## config.mk

```make
export PLATFORM = sky130hd
export DESIGN_NAME = configurable_lcg_random_generator_top
export DESIGN_NICKNAME = d
export VERILOG_FILES = /design/src/rtl/cfglcg_pkg.sv /design/src/rtl/configurable_lcg_random_generator_top.sv
export SDC_FILE = /design/constraint.sdc
export NUM_CORES = 1
export LEC_CHECK = 0
export BUFFER_PORTS_ARGS = -buffer_cell sky130_fd_sc_hd__buf_2
export CAP_MARGIN = 20
export CELL_PAD_IN_SITES_DETAIL_PLACEMENT = 0
export CELL_PAD_IN_SITES_GLOBAL_PLACEMENT = 1
export CORE_MARGIN = 10
export CORE_UTILIZATION = 41
export CTS_BUF_LIST = sky130_fd_sc_hd__clkbuf_8
export CTS_CLUSTER_SIZE = 8
export DETAILED_ROUTE_END_ITERATION = 10
export HOLD_SLACK_MARGIN = 0.02
export PLACE_DENSITY = 0.73
export SLEW_MARGIN = 30
export SYNTH_ARGS = -nofsm -noshare
export SYNTH_HDL_FRONTEND = slang
export SYNTH_SLANG_ARGS = --single-unit
```

## constraint.sdc

```tcl
create_clock -name clock -period 8.1 [get_ports clock]
set_input_delay 1.62 -clock clock [delete_from_list [all_inputs] [get_ports clock]]
set_output_delay 1.62 -clock clock [all_outputs]
set_load 0.1 [all_outputs]
```

## src/rtl/cfglcg_pkg.sv

```systemverilog
// Package for the configurable LCG random generator.
// Widths, register reset values, request kinds, register indexes and states.
// No dependencies.
package cfglcg_pkg;

   localparam int unsigned DATA_WIDTH        = 32;
   localparam int unsigned FRAC_OUT_WIDTH    = 23;
   localparam int unsigned SPAN_WIDTH        = 34;
   localparam int unsigned ACC_WIDTH         = 35;
   localparam int unsigned NUM_WIDTH         = 36;
   localparam int unsigned CNT_WIDTH         = 7;
   localparam int unsigned CSR_INDEX_WIDTH   = 2;
   localparam int unsigned REQ_TDATA_WIDTH   = 64;
   localparam int unsigned REQ_TUSER_WIDTH   = 2;
   localparam int unsigned RSP_TDATA_WIDTH   = 88;
   localparam int unsigned FRACTION_BITS_DEF = 23;

   localparam logic [DATA_WIDTH-1:0] MUL_RESET  = 32'd69621;
   localparam logic [DATA_WIDTH-1:0] INC_RESET  = 32'd0;
   localparam logic [DATA_WIDTH-1:0] MOD_RESET  = 32'd2147483647;
   localparam logic [DATA_WIDTH-1:0] SEED_RESET = 32'd1349284;

   localparam logic [CNT_WIDTH-1:0] MUL_LAST = 7'd31;
   localparam logic [CNT_WIDTH-1:0] DIV_LAST = 7'd63;

   typedef enum logic [1:0] {
      REQ_FULL,
      REQ_FAST,
      REQ_FRACTION,
      REQ_RANGED
   } req_kind_type;

   typedef enum logic [CSR_INDEX_WIDTH-1:0] {
      CSR_MULTIPLIER,
      CSR_INCREMENT,
      CSR_MODULUS,
      CSR_SEED
   } csr_index_type;

   typedef enum logic [2:0] {
      ST_IDLE,
      ST_MUL,
      ST_DIV,
      ST_FIN,
      ST_RNG,
      ST_DONE
   } state_type;

endpackage

```

## src/rtl/configurable_lcg_random_generator_top.sv

```systemverilog
// Configurable LCG random generator, top level.
// Bit-serial multiply, bit-serial restoring modulo and bit-serial range scaling.
// Depends on cfglcg_pkg.
//
// Usage:
//   csr_* writes registers 0 multiplier, 1 increment, 2 modulus, 3 seed.
//   csr_ready is always high; a seed write loads the generator at once.
//   Write registers only while no request is in flight.
//   req_* takes one request: tuser is the request kind, tdata the range bounds.
//   rsp_* returns one result per request: new value, fraction, ranged value.
// Steps from request accept to rsp_tvalid:
//   full step, fraction, ranged: multiply, then modulo, then ST_FIN and ST_DONE,
//   with the multiplier and divider working one bit per cycle;
//   modulus zero skips the modulo, and so does a fast step;
//   ranged requests add the scaling multiply between ST_FIN and ST_DONE.
//   One request is worked on at a time; req_tready rises again when the
//   result moves into the output register.
// Reset loads the register reset values and the generator with the seed.
// When the receiver stalls, the result holds in the output register and the
//   next request is still accepted and computed; it waits for that register.
module configurable_lcg_random_generator_top
   import cfglcg_pkg::*;
#(
   parameter int unsigned FRACTION_BITS = FRACTION_BITS_DEF
) (
   input  logic                       clock,
   input  logic                       reset,
   input  logic                       csr_valid,
   output logic                       csr_ready,
   input  logic [CSR_INDEX_WIDTH-1:0] csr_index,
   input  logic [DATA_WIDTH-1:0]      csr_wdata,
   input  logic                       req_tvalid,
   output logic                       req_tready,
   // range_low [31:0], range_high [63:32]
   input  logic [REQ_TDATA_WIDTH-1:0] req_tdata,
   // req_type [1:0]
   input  logic [REQ_TUSER_WIDTH-1:0] req_tuser,
   output logic                       rsp_tvalid,
   input  logic                       rsp_tready,
   // raw_value [31:0], fraction_bits [54:32], ranged_value [86:55], zero [87]
   output logic [RSP_TDATA_WIDTH-1:0] rsp_tdata
);

   localparam logic [DATA_WIDTH-1:0] FRAC_MASK =
      DATA_WIDTH'((64'd1 << FRACTION_BITS) - 64'd1);
   localparam logic [CNT_WIDTH-1:0] RNG_LAST = CNT_WIDTH'(FRACTION_BITS - 1);

   state_type                    state_ff, state_in;
   logic [CNT_WIDTH-1:0]         cnt_ff, cnt_in;
   logic [DATA_WIDTH-1:0]        mult_ff, inc_ff, mod_ff;
   logic [DATA_WIDTH-1:0]        cur_ff, cur_in;
   req_kind_type                 kind_ff, kind_in;
   logic signed [DATA_WIDTH-1:0] lo_bound_ff, lo_bound_in;
   logic signed [DATA_WIDTH-1:0] hi_bound_ff, hi_bound_in;
   logic signed [SPAN_WIDTH-1:0] span_ff, span_in;
   logic [DATA_WIDTH-1:0]        mul_hi_ff, mul_hi_in;
   logic [DATA_WIDTH-1:0]        mul_lo_ff, mul_lo_in;
   logic [DATA_WIDTH-1:0]        rem_ff, rem_in;
   logic signed [ACC_WIDTH-1:0]  rng_hi_ff, rng_hi_in;
   logic [FRACTION_BITS-1:0]     rng_lo_ff, rng_lo_in;
   logic                         rsp_valid_ff, rsp_valid_in;
   logic [DATA_WIDTH-1:0]        rsp_raw_ff, rsp_raw_in;
   logic [FRAC_OUT_WIDTH-1:0]    rsp_frac_ff, rsp_frac_in;
   logic [DATA_WIDTH-1:0]        rsp_ranged_ff, rsp_ranged_in;

   logic                         req_fire;
   logic                         mod_zero;
   logic [DATA_WIDTH:0]          mul_sum;
   logic [DATA_WIDTH:0]          div_trial;
   logic [DATA_WIDTH:0]          div_diff;
   logic [DATA_WIDTH-1:0]        fast_val;
   logic [DATA_WIDTH-1:0]        new_val;
   logic [DATA_WIDTH-1:0]        frac_full;
   logic signed [ACC_WIDTH-1:0]  rng_add;
   logic signed [ACC_WIDTH-1:0]  rng_sum;
   logic signed [NUM_WIDTH-1:0]  a_ext, b_ext, num, num_lo;
   logic signed [NUM_WIDTH-1:0]  num_clamp;
   logic signed [SPAN_WIDTH-1:0] req_a, req_b;

   assign csr_ready  = 1'b1;
   assign req_tready = (state_ff == ST_IDLE);
   assign req_fire   = req_tvalid && req_tready;
   assign rsp_tvalid = rsp_valid_ff;
   assign rsp_tdata  = {1'b0, rsp_ranged_ff, rsp_frac_ff, rsp_raw_ff};

   assign mod_zero  = (mod_ff == '0);
   assign mul_sum   = {1'b0, mul_hi_ff} + (mul_lo_ff[0] ? {1'b0, mult_ff} : '0);
   assign div_trial = {rem_ff, mul_hi_ff[DATA_WIDTH-1]};
   assign div_diff  = div_trial - {1'b0, mod_ff};
   assign fast_val  = mul_lo_ff - {{(DATA_WIDTH-1){1'b0}}, (mul_lo_ff <= cur_ff)};
   assign new_val   = (kind_ff == REQ_FAST) ? fast_val :
                      (mod_zero ? mul_lo_ff : rem_ff);
   assign frac_full = cur_ff & FRAC_MASK;

   assign req_a   = SPAN_WIDTH'(signed'(req_tdata[31:0]));
   assign req_b   = SPAN_WIDTH'(signed'(req_tdata[63:32]));
   assign rng_add = rng_lo_ff[0] ? ACC_WIDTH'(span_ff) : '0;
   assign rng_sum = rng_hi_ff + rng_add;

   assign a_ext     = NUM_WIDTH'(lo_bound_ff);
   assign b_ext     = NUM_WIDTH'(hi_bound_ff);
   assign num       = a_ext + NUM_WIDTH'(rng_hi_ff);
   assign num_lo    = (num < a_ext) ? a_ext : num;
   assign num_clamp = (num_lo > b_ext) ? b_ext : num_lo;

   always_ff @(posedge clock) begin
      if (reset) begin
         state_ff     <= ST_IDLE;
         cnt_ff       <= '0;
         rsp_valid_ff <= 1'b0;
      end else begin
         state_ff     <= state_in;
         cnt_ff       <= cnt_in;
         rsp_valid_ff <= rsp_valid_in;
      end
   end

   always_ff @(posedge clock) begin
      if (reset) begin
         mult_ff <= MUL_RESET;
         inc_ff  <= INC_RESET;
         mod_ff  <= MOD_RESET;
         cur_ff  <= SEED_RESET;
      end else begin
         cur_ff <= cur_in;
         if (csr_valid && csr_ready) begin
            unique case (csr_index_type'(csr_index))
               CSR_MULTIPLIER: mult_ff <= csr_wdata;
               CSR_INCREMENT:  inc_ff  <= csr_wdata;
               CSR_MODULUS:    mod_ff  <= csr_wdata;
               CSR_SEED:       cur_ff  <= csr_wdata;
               default:        ;
            endcase
         end
      end
   end

   always_ff @(posedge clock) begin
      kind_ff       <= kind_in;
      lo_bound_ff   <= lo_bound_in;
      hi_bound_ff   <= hi_bound_in;
      span_ff       <= span_in;
      mul_hi_ff     <= mul_hi_in;
      mul_lo_ff     <= mul_lo_in;
      rem_ff        <= rem_in;
      rng_hi_ff     <= rng_hi_in;
      rng_lo_ff     <= rng_lo_in;
      rsp_raw_ff    <= rsp_raw_in;
      rsp_frac_ff   <= rsp_frac_in;
      rsp_ranged_ff <= rsp_ranged_in;
   end

   always_comb begin
      state_in      = state_ff;
      cnt_in        = cnt_ff;
      cur_in        = cur_ff;
      kind_in       = kind_ff;
      lo_bound_in   = lo_bound_ff;
      hi_bound_in   = hi_bound_ff;
      span_in       = span_ff;
      mul_hi_in     = mul_hi_ff;
      mul_lo_in     = mul_lo_ff;
      rem_in        = rem_ff;
      rng_hi_in     = rng_hi_ff;
      rng_lo_in     = rng_lo_ff;
      rsp_raw_in    = rsp_raw_ff;
      rsp_frac_in   = rsp_frac_ff;
      rsp_ranged_in = rsp_ranged_ff;
      rsp_valid_in  = rsp_valid_ff && !rsp_tready;

      unique case (state_ff)
         ST_IDLE: begin
            if (req_fire) begin
               kind_in     = req_kind_type'(req_tuser);
               lo_bound_in = signed'(req_tdata[31:0]);
               hi_bound_in = signed'(req_tdata[63:32]);
               span_in     = req_b - req_a + SPAN_WIDTH'(1);
               // high half preloaded with the increment (zero for a fast step): it shifts down into the sum
               mul_hi_in   = (req_kind_type'(req_tuser) == REQ_FAST) ? '0 : inc_ff;
               mul_lo_in   = cur_ff;
               cnt_in      = '0;
               state_in    = ST_MUL;
            end
         end
         ST_MUL: begin
            mul_hi_in = mul_sum[DATA_WIDTH:1];
            mul_lo_in = {mul_sum[0], mul_lo_ff[DATA_WIDTH-1:1]};
            cnt_in    = cnt_ff + CNT_WIDTH'(1);
            if (cnt_ff == MUL_LAST) begin
               cnt_in = '0;
               rem_in = '0;
               if (kind_ff == REQ_FAST || mod_zero) begin
                  state_in = ST_FIN;
               end else begin
                  state_in = ST_DIV;
               end
            end
         end
         ST_DIV: begin
            rem_in    = div_diff[DATA_WIDTH] ? div_trial[DATA_WIDTH-1:0]
                                             : div_diff[DATA_WIDTH-1:0];
            mul_hi_in = {mul_hi_ff[DATA_WIDTH-2:0], mul_lo_ff[DATA_WIDTH-1]};
            mul_lo_in = {mul_lo_ff[DATA_WIDTH-2:0], 1'b0};
            cnt_in    = cnt_ff + CNT_WIDTH'(1);
            if (cnt_ff == DIV_LAST) begin
               cnt_in   = '0;
               state_in = ST_FIN;
            end
         end
         ST_FIN: begin
            cur_in    = new_val;
            rng_hi_in = '0;
            rng_lo_in = new_val[FRACTION_BITS-1:0];
            cnt_in    = '0;
            state_in  = (kind_ff == REQ_RANGED) ? ST_RNG : ST_DONE;
         end
         ST_RNG: begin
            rng_hi_in = {rng_sum[ACC_WIDTH-1], rng_sum[ACC_WIDTH-1:1]};
            rng_lo_in = {rng_sum[0], rng_lo_ff[FRACTION_BITS-1:1]};
            cnt_in    = cnt_ff + CNT_WIDTH'(1);
            if (cnt_ff == RNG_LAST) begin
               cnt_in   = '0;
               state_in = ST_DONE;
            end
         end
         ST_DONE: begin
            if (!rsp_valid_ff || rsp_tready) begin
               rsp_valid_in  = 1'b1;
               rsp_raw_in    = cur_ff;
               rsp_frac_in   = frac_full[FRAC_OUT_WIDTH-1:0];
               rsp_ranged_in = (kind_ff == REQ_RANGED) ? num_clamp[DATA_WIDTH-1:0] : '0;
               state_in      = ST_IDLE;
            end
         end
         default: state_in = ST_IDLE;
      endcase
   end

endmodule
```

==> results.cfg, run 1 <==
[power_and_ir_drop]
clockPowerShare_pct = 32.7
power_leakage_nw = 14.9
powerDensity_nw_per_um2 = 198
p_switching_w = 0.00225
ir_drop_mv = 0.107
p_seq_share_pct = 41.4
intPower_w = 0.00459
p_sw_share_pct = 32.9
power_frac_comb_pct = 25.9

[synthesis]
yosysWarnings = 0
yosys.area.top_type = edfxtp_1
syn_area_um2 = 31000
synth_area_leaders = edfxtp_1 (31%), ha_1 (12%), dfxtp_1 (9.0%)
synth_top_area_share_pct = 30.7
syn_nets = 3870
synth_edf_count = 317
synth.most_common_cell = nand2_1
ys_ff_latch = 456
async_flop_share_pct = 0
yosys-top-cells-count = nand2_1 (425), a21oi_1 (323), edfxtp_1 (317), ha_1 (302), o21ai_0 (284)
synth.yosys.seq_area_share_pct = 39.7
synth_cells = 3458
synth.distinct_cells = 80
synth_area_per_cell_um2 = 8.95
synthFlopType = edfxtp_1

[global_routing]
antenna_found_initial = 2
grt_max_degree = 106
grt_usage_pct = 21.5
grt_pass1_vias = 25500
overflow = 0
grt_pass1_wl_um = 147000

[routing]
firstDrtPassIters = 5
wire_per_inst_um = 20.5
routed_via_density = 5.62
ant_nets = 0
drt_iter0_drc = 1987
drc = 0
vias = 26100
drt-total-wl_um = 95200

[setup_path]
crit_arrival_ps = 8100
critical-path-slowest-cell = or4_1
cp.required_ps = 8620
critPathMaxStageDelay_ps = 530
crit_type = reg -> reg
endpoint_kind = register
r2r_start = rng_hi_ff[0]$_SDFFCE_PN0N_
start_kind = register
critPathMaxFanout = 33
cp_common_cell = buf_4
startpoint = rng_hi_ff[0]$_SDFFCE_PN0N_

[sta]
drv_slew = 0
setup_viol = 0
hold_viol = 0
fmax_mhz = 132
worstMarginPinSlew_ps = 945
finalHoldWorstSlack_ps = 451
fin_worst_skew_ps = 39.6
setup_tns_ps = 0
period_minus_slack_ps = 7580
fin_crit_sh_pct = 93.6
max_slew_margin_pct = 36.9

[cts]
h-tree-depth = 3
cts_root_buffer = clkbuf_8
cts_tree = yes
cts_sinks = 456
cts.clk_slew.worst_paths_ps = 60
cts-buffers-inserted = 86
insertion_delay_ps = 680
cts_buffer_depth = 3
cts_hold_buf = 0

[run]
maxCapViolations = 0

[floorplanning]
start_util_pct = 41.5
rows = 100
die_w_um = 295
core_area_um2 = 74700
die_h_um = 295
die_area_um2 = 86900
ios = 196

[hold_path]
holdCritStartpoint = mult_ff[28]$_SDFFE_PP0P_
hold_path_class = reg -> reg

[layout]
final.fill_count = 7355
area_growth_pct = 11.6
stdcell_area_um2 = 34600
regArea_um2 = 12300
drive_above_1_share_pct = 11.1
utilization_pct = 46.3
multi_input_area_um2 = 17200
nets = 4009
final_cells = 4639

[place]
dp_hpwl_um = 68100
port_buffers = 193
dp.cells = 4472
placed_area_um2 = 32800
place.gp.congestion = 0.907

[status]
status = complete, no violations
==> state kept, by name, indices dropped and copies added (netlist names) <==
| name | count |
|---|---|
| rsp_tvalid | 1 |
| cur_ff | 32 |
| rng_lo_ff | 23 |
| mult_ff | 32 |
| mul_hi_ff | 32 |
| inc_ff | 32 |
| cnt_ff | 7 |
| kind_ff | 2 |
| rng_hi_ff | 34 |
| mod_ff | 32 |
| rsp_raw_ff | 32 |
| span_ff | 34 |
| state_ff | 3 |
| hi_bound_ff | 32 |
| mul_lo_ff | 32 |
| rsp_ranged_ff | 32 |
| lo_bound_ff | 32 |
| rem_ff | 32 |
==> cell usage in the layout (no fill, tap or decap), types with 35 or more instances in the layout <==
cell type and count:
a211oi_1 50, a21o_1 99, a21oi_1 321, and2_1 78
buf_2 192, buf_4 39, clkbuf_8 100, dfxtp_1 136
edfxtp_1 317, ha_1 302, inv_1 259, nand2_1 423
nand3_1 47, nand3b_1 45, nand4_1 35, nor2_1 205
nor3_1 35, o21ai_0 280, o22ai_1 36, or3_1 35
xnor2_1 74, xor2_1 60
==> power by group through the flow <==
stage / clock [W] / combinational [W] / sequential [W]
after floorplan: 0 / 0.00130 / 0.00282
after global placement: 0 / 0.00173 / 0.00287
after detailed placement: 0 / 0.00174 / 0.00287
after CTS: 0.00231 / 0.00175 / 0.00283
after global routing: 0.00241 / 0.00200 / 0.00284
final: 0.00224 / 0.00177 / 0.00283
==> final timing paths <==
path	endpoint	slack, ps	cells after the start
max	rsp_ranged_ff[9]$_SDFFCE_PP0P_	520	32
min reg2reg	mult_ff[28]$_SDFFE_PP0P_	450	2
max reg2reg	rsp_ranged_ff[9]$_SDFFCE_PP0P_	520	32
min	mult_ff[28]$_SDFFE_PP0P_	450	2
==> layer usage <==
metal / up-vias / GRT usage, % / routed length, µm
met2: 798 / 34.7 / 43200
met1: 12200 / 28.3 / 42700
met4: 0 / 7.43 / 3160
met5: - / 0 / 0
li1: 12900 / - / -
met3: 156 / 4.12 / 6110
==> through the flow <==
step                      worst slack [ps]  total power [W]
after floorplan                        964          0.00411
after global placement                 327          0.00460
after detailed placement               183          0.00461
after CTS                              139          0.00688
after global routing                 -45.9          0.00726
final                                  516          0.00683
==> logic make-up after synthesis <==
family                     count (synthesis)  synth area share, %
buffers and inverters                    411                 5.30
AOI/OAI and AO/OA                       1044                 20.7
and+or+nand+nor                         1061                 16.5
other                                      2               0.0243
DFF                                      456                 39.7
xor gates and xnor gates                 136                 3.85
muxes                                     41                 1.36
adders and majority gates                307                 12.5
==> timing repair <==
item                                    in CTS  in global routing
buffers inserted                             0                  4
endpoints found under the setup margin       0                 32
hold endpoints to repair                     0                  0
resized for setup                            0                 10
==> cell type report <==
type	count	area share, %
Tap cell	969	3.51
Clock inverter	60	0.862
Clock buffer	100	3.98
Sequential cell	456	35.6
Timing Repair Buffer	236	3.86
Antenna cell	1	0.00724
Inverter	225	2.44
Multi-Input combinational cell	2592	49.7
==> critical path: cells and delay by family, from the launching register on <==
| kind | cells | cell delay (ps) |
|---|---|---|
| AO/OA/AOI/OAI | 13 | 2560 |
| buffers and inverters | 7 | 1090 |
| adder cells (fa/ha/maj) | 4 | 1240 |
| AND/OR/NAND/NOR | 6 | 1520 |
| flip-flops | 1 | 350 |
| multiplexers | 2 | 640 |
Power figures use the tool's default switching activity.
==> inputs of run 2 (changes only) <==
- CELL_PAD_IN_SITES_DETAIL_PLACEMENT: 0 -> not set
- CELL_PAD_IN_SITES_GLOBAL_PLACEMENT: 1 -> not set
- CORE_MARGIN: 10 -> not set
- PLACE_DENSITY: 0.73 -> 0.6
==> results.cfg, run 2 (same netlist as run 1, synthesis figures left out) <==
[routing]
ant_nets = 0
routed_via_density = 5.65
wire_per_inst_um = 20.1
vias = 26200
drt_iter0_drc = 2113
drt-total-wl_um = 93200
drc = 0
firstDrtPassIters = 5

[global_routing]
grt_max_degree = 94
antenna_found_initial = 3
grt_usage_pct = 23.8
grt_pass1_vias = 24600
grt_pass1_wl_um = 143000
overflow = 0

[setup_path]
r2r_start = lo_bound_ff[1]$_DFFE_PP_
r2r_end = rsp_ranged_ff[28]$_SDFFCE_PP0P_
start_kind = register
cp.required_ps = 8610
startpoint = lo_bound_ff[1]$_DFFE_PP_
crit_arrival_ps = 8120
crit_type = reg -> reg
critPathMaxFanout = 18
r2r_slack_ps = 500
endpoint_kind = register
crit_path_end = rsp_ranged_ff[28]$_SDFFCE_PP0P_
r2r_cells = 27

[sta]
setup_viol = 0
hold_viol = 0
fin_worst_skew_ps = 40.7
period_minus_slack_ps = 7600
drv_slew = 0
fmax_mhz = 132
rsz0062_at_grt = false
finalHoldWorstSlack_ps = 451
fin_crit_sh_pct = 93.9
max_slew_margin_pct = 32.9
worstMarginPinSlew_ps = 1010
setup_tns_ps = 0

[layout]
reg_top3 = rng_hi_ff x34, span_ff x34
area_growth_pct = 11.6
drive_above_1_share_pct = 11.4
multi_input_area_um2 = 17100
final_cell_mix = nand2_1 (423), a21oi_1 (322), edfxtp_1 (317)
final.fill_count = 7331
nets = 4010
final_common_cell = nand2_1
regArea_um2 = 12300

[power_and_ir_drop]
power_leakage_nw = 14.9
ir_drop_mv = 0.112
power_w = 0.00685
powerDensity_nw_per_um2 = 198

[status]
status = complete, no violations

[floorplanning]
die_w_um = 277
core_area_um2 = 74600
ios = 196
start_util_pct = 41.5
rows = 100
die_area_um2 = 76600
die_h_um = 277

[place]
place.gp.congestion = 0.886
port_buffers = 193
dp_hpwl_um = 67400

[hold_path]
hold_path_class = reg -> reg
holdPathStages = 2

[cts]
h-tree-depth = 3
cts_hold_buf = 0
cts-buffers-inserted = 85
cts_sinks = 456
cts_tree = yes
cts_root_buffer = clkbuf_8
cts.clk_slew.worst_paths_ps = 60
cts_buffer_depth = 3
insertion_delay_ps = 710

[run]
maxCapViolations = 0
==> run 2: worst min path at each step <==
stage	startpoint	end
finish	mult_ff[25]$_SDFFE_PP0P_	mult_ff[25]$_SDFFE_PP0P_
global route	inc_ff[25]$_SDFFE_PP0P_	inc_ff[25]$_SDFFE_PP0P_
CTS	mult_ff[29]$_SDFFE_PP0P_	mult_ff[29]$_SDFFE_PP0P_
detailed placement	mult_ff[29]$_SDFFE_PP0P_	mult_ff[29]$_SDFFE_PP0P_
global placement	mult_ff[27]$_SDFFE_PP0P_	mult_ff[27]$_SDFFE_PP0P_
floorplan	cur_ff[31]$_SDFF_PP0_	rsp_raw_ff[31]$_DFFE_PP_
==> run 2: per-layer routing <==
layer  wire length, µm  track usage, %  part of all wire (%)
met5                 0               0                     0
met4              1970            6.32                   2.1
met3              4920            2.73                   5.3
met2             43400            39.1                    47
met1             43000            33.0                    46
==> run 2: what timing repair did <==
item,CTS,global route
setup buffers,0,3
resized for setup,0,9
endpoints found under the hold margin,0,0
endpoints found under the setup margin,0,32
==> run 2: final cells by class <==
class,instances,share of cell area (%)
Timing Repair Buffer,239,3.89
Clock inverter,64,1.15
Clock buffer,95,3.78
Multi-Input combinational cell,2591,49.6
Tap cell,969,3.51
Antenna cell,1,0.00724
Inverter,225,2.44
Sequential cell,456,35.6
==> run 2: power by group <==
group / total, W / switching (W) / internal, W
Sequential: 0.00283 / 0.000145 / 0.00269
Clock: 0.00226 / 0.00108 / 0.00119
Combinational: 0.00176 / 0.00105 / 0.000713
==> run 2: stage by stage <==
stage	instances	util [%]	cell area, µm²	setup slack [ps]
finish	4640	46.3	34600	497
global route	4640	46.3	34600	16.4
CTS	4635	46.2	34500	17.9
detailed placement	4476	43.9	32800	75.9
global placement	4476	43.9	32800	278
floorplan	3458	-	31000	964
==> run 2: worst max-delay path: stages, from the launching register on <==
cell,delay [ps]
edfxtp_1,430
ha_1,330
a211oi_1,320
o211ai_1,180
a21oi_1,250
a21boi_0,240
a211o_1,370
a211oi_1,330
nor2_1,100
o21ai_0,280
ha_1,360
a31oi_1,340
o211ai_1,210
o32ai_4,410
buf_8,240
buf_6,240
mux2i_2,280
inv_1,70
ha_1,270
nand2_1,50
or3_1,360
or4_1,540
o211ai_1,190
mux2_2,350
o21ai_0,130
nand3_1,140
buf_4,240
o2bb2ai_1,170
==> inputs of run 3 (changes only) <==
--- a/constraint.sdc
+++ b/constraint.sdc
@@ -3,2 +3,2 @@
 set_output_delay 1.62 -clock clock [all_outputs]
-set_load 0.1 [all_outputs]
+set_load 0.05 [all_outputs]
==> results.cfg, run 3 (same netlist as run 1, synthesis figures left out) <==
[sta]
hold_viol = 0
drv_slew = 0
setup_tns_ps = 0
fin_worst_skew_ps = 44.3
fmax_mhz = 131
finalHoldWorstSlack_ps = 452
worstMarginPinSlew_ps = 984
max_slew_margin_pct = 34.4
fin_crit_sh_pct = 94.6
setup_viol = 0
rsz0062_at_grt = false
period_minus_slack_ps = 7660

[cts]
insertion_delay_ps = 700
h-tree-depth = 3
cts-buffers-inserted = 86
cts_tree = yes
cts_hold_buf = 0
cts_sinks = 456
cts_root_buffer = clkbuf_8
cts_buffer_depth = 3
cts.clk_slew.worst_paths_ps = 60

[floorplanning]
core_area_um2 = 74600
die_h_um = 277
die_area_um2 = 76600
rows = 100
ios = 196
die_w_um = 277
start_util_pct = 41.5

[routing]
drc = 0
vias = 26400
wire_per_inst_um = 20.2
drt_iter0_drc = 2188
ant_nets = 0
firstDrtPassIters = 6
drt-total-wl_um = 93600
routed_via_density = 5.68

[place]
dp_hpwl_um = 67700
place.gp.congestion = 0.900
dp.cells = 4478
port_buffers = 193

[run]
maxCapViolations = 0

[layout]
area_growth_pct = 11.6
reg_top3 = rng_hi_ff x34, span_ff x34
utilization_pct = 46.3
final_common_cell = nand2_1
final_cell_mix = nand2_1 (423), a21oi_1 (321), edfxtp_1 (317)
drive_above_1_share_pct = 11.5
final_cells = 4645
nets = 4012

[setup_path]
start_kind = register
critical-path-slowest-cell = or4_1
crit_type = reg -> reg
cp.required_ps = 8640
crit_arrival_ps = 8200
critPathMaxStageDelay_ps = 550
r2r_slack_ps = 440
critPathMaxFanout = 18
endpoint_kind = register

[power_and_ir_drop]
power_w = 0.00682
power_leakage_nw = 14.9
power_frac_comb_pct = 25.8
p_sw_share_pct = 33.0
p_seq_share_pct = 41.7
p_switching_w = 0.00225
powerDensity_nw_per_um2 = 197
intPower_w = 0.00457
ir_drop_mv = 0.118
clockPowerShare_pct = 32.5

[global_routing]
grt_max_degree = 84
grt_usage_pct = 23.9
use_met1_pct = 32.3
grtUsageMet2_pct = 39.1
grt_pass1_wl_um = 143000
met3_usage_pct = 3.21
overflow = 0
grt_pass1_vias = 24900
grt_busiest_layer = met2
antenna_found_initial = 6

[status]
status = complete, no violations

[hold_path]
hold_path_class = reg -> reg
==> run 3: changes by cell type in the layout (fill, tap and decap cells not counted), sizes merged <==
| cell | delta |
|---|---|
| inv | +5 |
| buf | +1 |
| clkbuf | +5 |
| clkinv | -8 |
| diode | +4 |
| bufinv | -2 |
==> run 3: area by class of cell <==
cell class / instances / area (µm²)
well taps: 969 / 1210
fillers: 7268 / 40000
repair buffers: 240 / 1340
clock buffers: 100 / 1380
diodes: 5 / 12.5
flip-flops and latches: 456 / 12300
clock inverters: 59 / 303
multi-input cells: 2591 / 17200
inverters: 225 / 845
==> run 3: power by group through the flow <==
stage	clock, W	combinational [W]	sequential (W)
5_1_grt	0.00236	0.00197	0.00286
3_5_place_dp	0	0.00172	0.00288
3_3_place_gp	0	0.00171	0.00288
4_1_cts	0.00227	0.00173	0.00284
2_1_floorplan	0	0.00129	0.00282
6_report	0.00222	0.00176	0.00284
==> run 3: critical path, delay by kind of cell (launching register included) <==
kind | cells | cell delay [ps]
AOI/OAI and AO/OA | 13 | 2810
adders and majority gates | 4 | 1070
buffers and inverters | 7 | 1170
DFF | 1 | 430
muxes | 2 | 650
and+or+nand+nor | 6 | 1320
==> run 3: stage by stage <==
| stage | setup WS (ps) | cell area, µm² |
|---|---|---|
| after CTS | 57.0 | 34500 |
| after global placement | 261 | 32800 |
| after detailed placement | 85.5 | 32800 |
| final | 440 | 34600 |
| after global routing | 3.80 | 34500 |
| after floorplan | 964 | 31000 |
==> run 3: timing repair <==
item / 4_1_cts / 5_1_grt
setup endpoints to repair: 0 / 32
setup buffers: 0 / 3
gates resized for setup: 0 / 14
endpoints found under the hold margin: 0 / 0
==> run 3: final timing paths <==
| check | from | endpoint | depth (start not counted) |
|---|---|---|---|
| setup / recovery | rng_hi_ff[0]$_SDFFCE_PN0N_ | rsp_ranged_ff[22]$_SDFFCE_PP0P_ | 32 |
| hold reg to reg | mult_ff[28]$_SDFFE_PP0P_ | mult_ff[28]$_SDFFE_PP0P_ | 2 |
| setup reg to reg | rng_hi_ff[0]$_SDFFCE_PN0N_ | rsp_ranged_ff[22]$_SDFFCE_PP0P_ | 32 |
| hold / removal | mult_ff[28]$_SDFFE_PP0P_ | mult_ff[28]$_SDFFE_PP0P_ | 2 |
==> run 3: routing by layer <==
layer | routed length (µm) | part of all wire [%] | vias to the layer above
li1 | - | - | 12900
met4 | 2720 | 2.9 | 0
met2 | 43100 | 46 | 894
met5 | 0 | 0 | -
met3 | 5850 | 6.3 | 147
met1 | 42000 | 45 | 12500
